$ cat src/design/bba_ram.sv
module bba_ram #(
   parameter int DEPTH = 128,
   parameter int WIDTH = 32
) (
   input  logic                     clock,
   input  logic                     we,
   input  logic [$clog2(DEPTH)-1:0] waddr,
   input  logic [WIDTH-1:0]         wdata,
   input  logic                     re,
   input  logic [$clog2(DEPTH)-1:0] raddr,
   output logic [WIDTH-1:0]         rdata
);
   logic [WIDTH-1:0] mem [DEPTH];
   logic [WIDTH-1:0] rdata_ff;

   always_ff @(posedge clock) begin
      if (we) begin
         mem[waddr] <= wdata;
      end
      if (re) begin
         rdata_ff <= mem[raddr];
      end
   end

   assign rdata = rdata_ff;
endmodule

$ cat config.mk
export PLATFORM = sky130hd
export DESIGN_NAME = bba_ram
export DESIGN_NICKNAME = d
export VERILOG_FILES = /design/src/design/bba_ram.sv
export SDC_FILE = /design/constraint.sdc
export NUM_CORES = 2
export LEC_CHECK = 0
export BUFFER_PORTS_ARGS = -buffer_cell sky130_fd_sc_hd__buf_2
export CAP_MARGIN = 15
export CORE_ASPECT_RATIO = 1.5
export CORE_UTILIZATION = 55
export CTS_CLUSTER_SIZE = 28
export DETAILED_ROUTE_END_ITERATION = 8
export PLACE_DENSITY = 0.7
export SKIP_CTS_REPAIR_TIMING = 1
export SYNTH_ARGS = -nofsm -noshare
export SYNTH_HDL_FRONTEND = slang
export SYNTH_SLANG_ARGS = --single-unit
$ cat constraint.sdc
create_clock -name clock -period 5.1 [get_ports clock]
set_input_delay 0.765 -clock clock [delete_from_list [all_inputs] [get_ports clock]]
set_output_delay 0.765 -clock clock [all_outputs]
set_load 0.1 [all_outputs]
==> metrics.md <==
| Metric | Value |
|---|---|
| Pwr/cell area | `around 400 nW/um^2` |
| Syn nets | `6,039` |
| Register bit total from synthesis | `4,128` |
| Final GP Congestion | `0.868` |
| Syn_area_per_cell | `26.1 um^2` |
| DR WL/cell | `39.6 um` |
| Sequential share of the synthesized area | `between 70% and 80%` |
| Largest net degree at the start of global routing | `98` |
| Clock Skew | `0.0372 ns` |
| Grt peak-use layer | `met2` |
| Final Slew Violations | `0` |
| Yosys warnings | `0` |
| Routing usage on met2 | `49.0%` |
| Slowest cell on the critical path | `mux4_2` |
| Hold EP | `mem[11][30]` |
| Critical path's top delay family | `multiplexers` |
| Outcome | `complete, but fails checks` |
| # port buffers | `80` |
| Htree depth | `5` |
| Area leader, netlist | `edfxtp_1` |
| Max incr delay on CP | `0.77 ns` |
| Placed cell area | `165,000 um^2` |
| Mapped Area | `157,000 um^2` |
| CP Capture Type | `register` |
| Unique masters post-synth | `16` |
| Final #Nets | `approximately 6,500` |
| Final hold vios | `0` |
| Worst r2r path cells | `4` |
| Worst r2r src | `mem[55][15]` |
| Global-route wire length before repair | `between 500,000 and 600,000 um` |
| CTS tree | `built` |
| Post-route cell area | `between 150,000 and 200,000 um^2` |
| Final Core Density | `62.7%` |
| Drt pass-1 iters | `9` |
| Initial core utilization | `55.4%` |
| Static Leakage | `0.0541 uW` |
| Fill count | `18,168` |
| MaxCap Viol Count | `0` |
| Worst endpoint required time | `5.74 ns` |
| WS Path Type | `input pin to register` |
| CP bufs+invs | `3` |
| Vias per cell | `6.79` |
| Dpl hpwl | `250,000 um` |
| Min-delay src | `wdata[30]` |
| DIE HEIGHT | `656 um` |
| Crit start category | `input pin` |
| Overall routed net length | `422,000 um` |
| Setup TNS | `0 ns` |
| Peak supply drop | `between 200 and 300 uV` |
| Initial antenna violation count | `69` |
| Unrepaired setup endpoints after global routing | `no` |
| Post-route ant nets | `0` |
| Die width | `438 um` |
| Fmax | `approximately 290 MHz` |
| CTS Buffer Depth | `4` |
| DRC Markers | `27` |
| Cells after Synth | `5,990` |
| Slew of the pin with the lowest slew margin | `1.19 ns` |
| Drt initial violations | `10,838` |
| Failing checks | `DRC` |
| Tot GR Track Use | `29.7%` |
| Vias in the first global route | `72,843` |
| Layout cells sized above 1 | `~36%` |
| Total die area | `287,000 um^2` |
| Final Setup Violations | `0` |
| Worst hold path class | `input pin to register` |
| P&R area growth vs syn | `13.2%` |
| Reg2reg setup slack | `2.25 ns` |
| Vias | `72,389` |
| Maximum fanout along the worst path | `35` |
| Hold Crit Depth | `1` |
| Critical-path cell list | `buf_12, buf_12, buf_12, mux4_2, mux4_2, mux4_2, mux2_2` |
| Tmin final | `3.40 ns` |
| Clock root buffer | `clkbuf_16` |
| Gr ovfl total | `0` |
| Commonest non-fill, non-tap cell in the layout | `edfxtp_1` |
| GR Util met3 | `5.53%` |
| Core ar. | `283,000 um^2` |
| Post-route clock period utilization | `66.6%` |
| I/O pins | `81` |
| Slew headroom | `20.6%` |
| Most frequent cells in the layout | `edfxtp_1, mux4_2, clkbuf_16` |
| GR Util met1 | `a little under two fifths` |
| Number of placed cells counting well taps | `9,834` |
| Post-Layout Cell Count | `10,659` |
| Worst EP arrival | `4.04 ns` |
| Register clock-pin slew on the reported worst setup and hold paths | `0.06 ns` |
| Synth top area share | `79.2%` |
| CTS buffer count | `367` |
| Clk sinks | `4,128` |
| Area contributors post-synth | `edfxtp_1, mux4_2, clkbuf_1` |
| Reg2reg end | `rdata[15]` |
| Worst skew pair latency | `roughly 0.9 ns` |
| FP Rows | `239` |
==> how the worst max path moves through the flow <==
| stage | from | end | slack, ns | depth (start not counted) |
|---|---|---|---|---|
| 3_5_place_dp | raddr[0] | rdata[22] | 0.84 | 7 |
| 5_1_grt | raddr[0] | rdata[22] | 1.69 | 7 |
| 3_3_place_gp | raddr[0] | rdata[22] | 0.85 | 7 |
| 4_1_cts | raddr[0] | rdata[22] | 1.77 | 7 |
| 6_report | raddr[0] | rdata[16] | 1.70 | 7 |
| 2_1_floorplan | we | mem[98][0] | 1.10 | 3 |
==> synthesized netlist by cell type (all sizes together) <==
master and n:
nand2b 2, or3 1, edfxtp 4128, nor3 9, nand3 12, mux4 1344, nand2 14, nor2b 7
mux2 32, nor2 122, buf 134, nand4 3, clkbuf 182
==> cell families after synthesis <==
logic type | share of synthesized area (%)
flops | 79.2
mux | 19.6
buf+inv | 0.837
simple gates | 0.445
==> registers in the layout (all words and copies together), names as in the netlist <==
| name | cells |
|---|---|
| mem | 4096 |
| rdata | 32 |
==> metrics by stage <==
stage          total power, uW  setup slack (ns)  hold WS (ns)
2_1_floorplan            40300              1.10         0.864
3_3_place_gp             42200             0.846          1.18
3_5_place_dp             42300             0.839          1.20
4_1_cts                  69300              1.77         0.227
5_1_grt                  70500              1.69         0.256
6_report                 69100              1.70         0.291
==> cell type report <==
| type | count | area, um^2 | share of cell area [%] |
|---|---|---|---|
| Sequential cell | 4128 | 124000 | 69.9 |
| Multi-Input combinational cell | 1546 | 32300 | 18.2 |
| Clock buffer | 454 | 9680 | 5.46 |
| Tap cell | 3735 | 4670 | 2.64 |
| Timing Repair Buffer | 426 | 4220 | 2.38 |
| Clock inverter | 209 | 2020 | 1.14 |
| Antenna cell | 161 | 403 | 0.227 |
==> power breakdown <==
part           leakage, uW  internal, uW  total, uW  switching (uW)
clock              0.00569         15300      27500           12200
combinational       0.0113          1420       3970            2560
sequential          0.0371         37500      37600             121
==> layer usage <==
metal  wire length (um)  part of all wire, %  vias up
met2             213000                   51     4604
met1             141000                   33    39374
li1                   -                    -    27514
met3              41600                  9.9      877
met4              26400                  6.2       20
met5                135                0.032        -
Power figures use the tool's default switching activity.
