===== src/design/bba_pkg.sv =====
package bba_pkg;

   localparam int MAX_BLOCKS = 4096;
   localparam int MAX_RUN    = 256;
   localparam int WORD_BITS  = 32;
   localparam int WORD_COUNT = MAX_BLOCKS / WORD_BITS;
   localparam int WORD_AW    = $clog2(WORD_COUNT);
   localparam int BIT_AW     = $clog2(WORD_BITS);

   localparam logic [1:0] OP_ALLOC_NEXT = 2'd0;
   localparam logic [1:0] OP_ALLOC_AT   = 2'd1;
   localparam logic [1:0] OP_ALLOC_RUN  = 2'd2;
   localparam logic [1:0] OP_FREE       = 2'd3;

   localparam logic [2:0] ST_OK      = 3'd0;
   localparam logic [2:0] ST_NOSPACE = 3'd1;
   localparam logic [2:0] ST_INUSE   = 3'd2;
   localparam logic [2:0] ST_RANGE   = 3'd3;
   localparam logic [2:0] ST_FREE    = 3'd4;

   localparam logic CSR_VOLUME = 1'b0;
   localparam logic CSR_GROUP  = 1'b1;

   typedef struct packed {
      logic [1:0]  opcode;
      logic [11:0] block_number;
      logic [8:0]  wanted_length;
   } req_type;

   typedef struct packed {
      logic [2:0]  status;
      logic [11:0] result_block;
      logic [8:0]  run_length;
      logic [12:0] used_count;
   } rsp_type;

   typedef struct packed {
      logic              found;
      logic [BIT_AW-1:0] free_idx;
      logic [BIT_AW:0]   stop_idx;
   } scan_type;

endpackage


===== src/design/bba_scan.sv =====
module bba_scan (
   input  logic [bba_pkg::WORD_BITS-1:0] word_data,
   input  logic [bba_pkg::WORD_AW-1:0]   word_idx,
   input  logic [12:0]                   nb,
   input  logic [11:0]                   start_pt,
   input  logic                          pass,
   input  logic [11:0]                   first,
   input  logic [bba_pkg::BIT_AW-1:0]    pos,
   input  logic [11:0]                   gmask,
   output bba_pkg::scan_type             scan
);
   import bba_pkg::*;

   logic [WORD_BITS-1:0] free_vec;
   logic [WORD_BITS-1:0] stop_vec;
   logic [11:0]          b [WORD_BITS];

   always_comb begin
      for (int i = 0; i < WORD_BITS; i++) begin
         b[i] = {word_idx, BIT_AW'(i)};
         free_vec[i] = !word_data[i] && ({1'b0, b[i]} < nb)
                       && (pass ? (b[i] < start_pt) : (b[i] >= start_pt));
         stop_vec[i] = (BIT_AW'(i) >= pos)
                       && (word_data[i] || ({1'b0, b[i]} >= nb)
                           || ((b[i] > first) && ((b[i] & gmask) == 12'd0)));
      end
   end

   always_comb begin
      scan.found    = |free_vec;
      scan.free_idx = '0;
      scan.stop_idx = (BIT_AW + 1)'(WORD_BITS);
      for (int i = WORD_BITS - 1; i >= 0; i--) begin
         if (free_vec[i]) begin
            scan.free_idx = BIT_AW'(i);
         end
         if (stop_vec[i]) begin
            scan.stop_idx = (BIT_AW + 1)'(i);
         end
      end
   end
endmodule


===== config.mk =====
export PLATFORM = sky130hd
export DESIGN_NAME = bba_scan
export DESIGN_NICKNAME = d
export VERILOG_FILES = /design/src/design/bba_pkg.sv /design/src/design/bba_scan.sv
export SDC_FILE = /design/constraint.sdc
export NUM_CORES = 1
export LEC_CHECK = 0
export ABC_AREA = 1
export BUFFER_PORTS_ARGS = -buffer_cell sky130_fd_sc_hd__clkbuf_2
export CORE_MARGIN = 3
export CORE_UTILIZATION = 30
export DETAILED_ROUTE_END_ITERATION = 8
export GPL_ROUTABILITY_DRIVEN = 0
export PLACE_DENSITY_LB_ADDON = 0.12
export SYNTH_ARGS = -nofsm -noshare
export SYNTH_HDL_FRONTEND = slang
export SYNTH_SLANG_ARGS = --single-unit

===== constraint.sdc =====
create_clock -name vclk -period 5.45
set_input_delay 0.545 -clock vclk [all_inputs]
set_output_delay 0.545 -clock vclk [all_outputs]
set_load 0.03 [all_outputs]

==> results of run 1 <==
worst max-delay path: cells and delay by family:
kind / cells / cell delay [ns]
and+or+nand+nor: 26 / 2.19
buffers and inverters: 3 / 0.48
adders and majority gates: 1 / 0.31
AOI/OAI and AO/OA: 4 / 0.51
layout make-up:
class	count	area [um^2]	share of cell area
Timing Repair Buffer	109	553	0.114
Tap cell	176	220	0.0454
Multi-Input combinational cell	711	3550	0.732
Inverter	139	524	0.108
metrics by stage:
step	cells	total power, mW	setup slack, ns	util
after floorplan	867	0.352	1.35	-
after global placement	1135	0.511	0.895	0.362
after detailed placement	1135	0.505	0.897	0.362
after CTS	1135	0.508	0.888	0.362
after global routing	1135	0.588	0.319	0.362
final	1135	0.515	0.870	0.362
cells in the final DEF (no fill, tap or decap), types with 14 or more instances in the layout:
cell / Yosys / layout
nand2_1: 285 / 285
inv_1: 132 / 132
nor2_1: 125 / 125
clkbuf_2: 0 / 106
o21ai_0: 56 / 56
nand3_1: 44 / 44
nor3_1: 30 / 30
a21oi_1: 29 / 29
ha_1: 24 / 24
o211ai_1: 14 / 14
o2111ai_1: 14 / 14
kinds of logic after synthesis:
| logic type | synth area share |
|---|---|
| buffers and inverters | 0.145 |
| AO/OA/AOI/OAI | 0.240 |
| AND/OR/NAND/NOR | 0.540 |
| XOR/XNOR | 0.00211 |
| adder cells (fa/ha/maj) | 0.0723 |
worst min-delay path by stage:
stage / startpoint / endpoint / slack, ns / depth (start not counted)
2_1_floorplan: pos[1] / scan[0] / 1.36 / 3
3_3_place_gp: word_data[1] / scan[6] / 1.62 / 5
3_5_place_dp: word_data[1] / scan[6] / 1.62 / 5
4_1_cts: word_data[1] / scan[6] / 1.62 / 5
5_1_grt: word_data[1] / scan[6] / 1.66 / 5
6_report: word_data[1] / scan[6] / 1.63 / 5
where the power goes:
part	leakage, nW	total (mW)	switching (mW)	internal, mW
Clock	0	0	0	0
Sequential	0	0	0	0
Combinational	2.68	0.515	0.354	0.161
layer usage:
metal / track usage / share of wire
met5: 0 / 0
met2: 0.389 / 0.45
met1: 0.328 / 0.44
met3: 0.0123 / 0.083
met4: 0.0609 / 0.033
==> results.md, run 1 <==
- Overflow after GRT: 0
- Fmax: 0.218 GHz
- Routed WL per cell: 15.7 um
- Initial Util: 0.310
- First-pass GRT wire length: 28.5 mm
- Synth top area share: 0.258
- Relative slew slack: 0.471
- Worst hold margin: 1.63 ns
- Total negative slack: 0 ns
- Nets: 1079
- Slowest-stage cell, CP: nor3_1
- Post-layout min period: 4.58 ns
- Max Cap Viol: 0
- CP startpoint: word_idx[6]
- Setup CP Type: in2out
- Area delta synth->final: 16.7%
- Ports: 106
- Die Ht: 124 um
- Reg area: 0 um^2
- Most frequent CP cell: nand2_1
- Sequential-to-total area share from yosys stat: 0
- Hold Path Class: in2out
- Worst EP required: 4.91 ns
- Post-cts sizing count: 0
- Power Dens Cells: 106 nW/um^2
- 1st-pass router iterations: 6
- Outcome: finished clean
- Pins Over Slew Limit: 0
- Crit. End Element: output pin
- Setup Buffers After CTS: 0
- Most frequent cell after synthesis: nand2_1
- Vias in the first global route: 5525
- Worst setup path endpoint: scan[0]
- Via count: 6048
- # clk buffers: 0
- Synth warn: 0
- Cell accounting for the most synthesized area: nand2_1
- Row cnt: 42
- RSZ-0062 raised after global routing: no
- Peak supply drop: 0.0673 mV
- Routed Antenna Nets: 0
- Seq cells: 0
- Final hold vios: 0
- Total GRT Usage: 0.233
- Vias/cell: 5.33
- Post-synth top cells: nand2_1, inv_1, nor2_1
- Largest net degree at the start of global routing: 27
- Fraction of final layout cells sized beyond drive strength 1: 0.147
- Period utilization: 0.840
- Core Area: 13400 um^2
- Top post-synthesis cells by area: nand2_1, inv_1, nor2_1, ha_1, o21ai_0
- Final setup violation count: 0
- Die X: 124 um
- Total inserted antenna cells: 0
- DRT iter0 DRCs: 723
- Post-synthesis cell area: 4150 um^2
- CP peak stage delay: 0.37 ns
- DRC violations left: 0
- Critical path launch point type: input pin
- Syn avg cell area: 4.79 um^2
- Post-DP HPWL: 15.3 mm
- Hold buffers post-CTS: 0
- Port bufs: 106
- Area after DPL: 4850 um^2
- Crit-path max FO: 22
- Slew @ Worst Pin: 0.789 ns
- Worst Path Arrival: 4.03 ns
- Initial antenna violation count: 0
- Final WL: 17.9 mm
- Cells after Synth: 867
- Fill cells: 1608
- Synth unique cells: 48
- Net count after synthesis: 985
- Leakage: 2.68 nW
- Full die area: 15300 um^2
- Post-layout instance area: 4850 um^2
Note: power is estimated with default switching activity, not from simulation.
==> run 2, diff against run 1 <==
- clock period: 5.45 -> 4.1 ns (I/O delays scaled with it)
==> results.md, run 2 (synthesized netlist as in run 1, its figures left out) <==
- Slowest-stage cell, CP: ha_4
- Peak supply drop: 0.0872 mV
- Crit. End Element: output pin
- # clk buffers: 0
- Slew @ Worst Pin: 0.579 ns
- Area after DPL: 5200 um^2
- Fmax: 0.253 GHz
- Die X: 124 um
- GR peak layer: met2
- First-pass GRT wire length: 28.6 mm
- Seq cells: 0
- Grt met2 use: 0.395
- M1 GR Usage: 0.316
- GRT met3 Usage: 0.0236
- Final WL: 18.7 mm
- Row cnt: 42
- Critical path launch point type: input pin
- Largest net degree at the start of global routing: 26
- Outcome: finished clean
- Worst hold margin: 1.41 ns
- Nets: 1135
- Clk pwr share: 0
- End-of-flow core utilization: 0.425
- Hold path endpoint: scan[6]
- Initial antenna violation count: 0
- Switching pwr: 507 uW
- Core Area: 13400 um^2
- Crit-path max FO: 11
- Hold Path Class: in2out
- Routed Antenna Nets: 0
- Area delta synth->final: 37.3%
- DRT iter0 DRCs: 713
- Hold-critical path depth: 6
- Max Cap Viol: 0
- Gate power share: 1.000
- Total inserted antenna cells: 0
- CP top delay family: simple AND/OR/NAND/NOR gates
- Commonest non-fill, non-tap cell in the layout: nand2_1
- Worst EP required: 3.69 ns
- Relative slew slack: 0.611
- Internal power: 293 uW
- 1st-pass router iterations: 5
- Fill cells: 1555
- Port bufs: 106
- Reg area: 0 um^2
- Full die area: 15300 um^2
- Pins Over Slew Limit: 0
- Vias/cell: 5.22
- CP peak stage delay: 0.26 ns
- Most frequent CP cell: nand2_1
- Vias in the first global route: 5701
- Post-DP HPWL: 15.7 mm
- CP startpoint: nb[10]
- Worst Path Arrival: 3.54 ns
- RSZ-0062 raised after global routing: yes
- Power Dens Cells: 140 nW/um^2
- Final hold vios: 0
- Die Ht: 124 um
- Period utilization: 0.963
- Commonest cells after routing, fill and taps aside: nand2_1, inv_1, nor2_1
- Fraction of final layout cells sized beyond drive strength 1: 0.245
- WP buf/inv: 5
- Switching Share: 0.633
- Post-layout min period: 3.95 ns
- Ports: 106
- Total negative slack: 0 ns
- Via count: 6222
- Reg power frac: 0
- Total GRT Usage: 0.234
- HP Start: word_data[1]
- Overflow after GRT: 0
- Final setup violation count: 0
- Post-layout instance area: 5700 um^2
- Routed WL per cell: 15.7 um
- DRC violations left: 0
- Leakage: 3.03 nW
- Setup CP Type: in2out
- Initial Util: 0.310
run 2: cell count changes in the layout (fill, tap and decap cells not counted), sizes merged:
cell,change
clkbuf,-9
buf,+65
run 2: tightest hold or removal path: cells and delay by family:
kind	cells	cell delay, ns
buffers and inverters	3	0.39
AO/OA/AOI/OAI	2	0.11
AND/OR/NAND/NOR	1	0.09
run 2: worst max-delay path by stage:
stage	end	slack, ns	cells past startpoint
after floorplan	scan[5]	0.27	16
after global routing	scan[0]	-0.28	41
after global placement	scan[0]	0.02	36
after detailed placement	scan[0]	0.04	40
after CTS	scan[0]	0.03	40
final	scan[0]	0.15	38
run 2: per-stage QoR:
step	instances	setup WS (ns)	power [mW]
finish	1191	0.152	0.800
floorplan	867	0.272	0.468
CTS	1181	0.0266	0.723
detailed placement	1181	0.0433	0.719
global route	1191	-0.283	0.897
global placement	1181	0.0217	0.725
run 2: timing repair:
item	in CTS	in global routing
hold buffers	0	0
setup endpoints to repair	0	6
setup buffers	0	9
resized for setup	0	100
hold endpoints to repair	0	0
run 2: area by class of cell:
cell class | instances | area [um^2] | area share
inverter | 139 | 529 | 0.0928
multi-input combinational | 711 | 3910 | 0.685
tap | 176 | 220 | 0.0386
timing repair buffer | 165 | 1040 | 0.183
run 2: power groups by stage:
stage | Clock, mW | Combinational, mW | Sequential, mW
2_1_floorplan | 0 | 0.468 | 0
3_3_place_gp | 0 | 0.725 | 0
3_5_place_dp | 0 | 0.719 | 0
4_1_cts | 0 | 0.723 | 0
5_1_grt | 0 | 0.897 | 0
6_report | 0 | 0.800 | 0
run 2: layer usage:
layer  wire length, um  vias up
li1                  -     3156
met1              8220     2782
met2              8680      239
met3              1230       45
met4               562        0
met5                 0        -
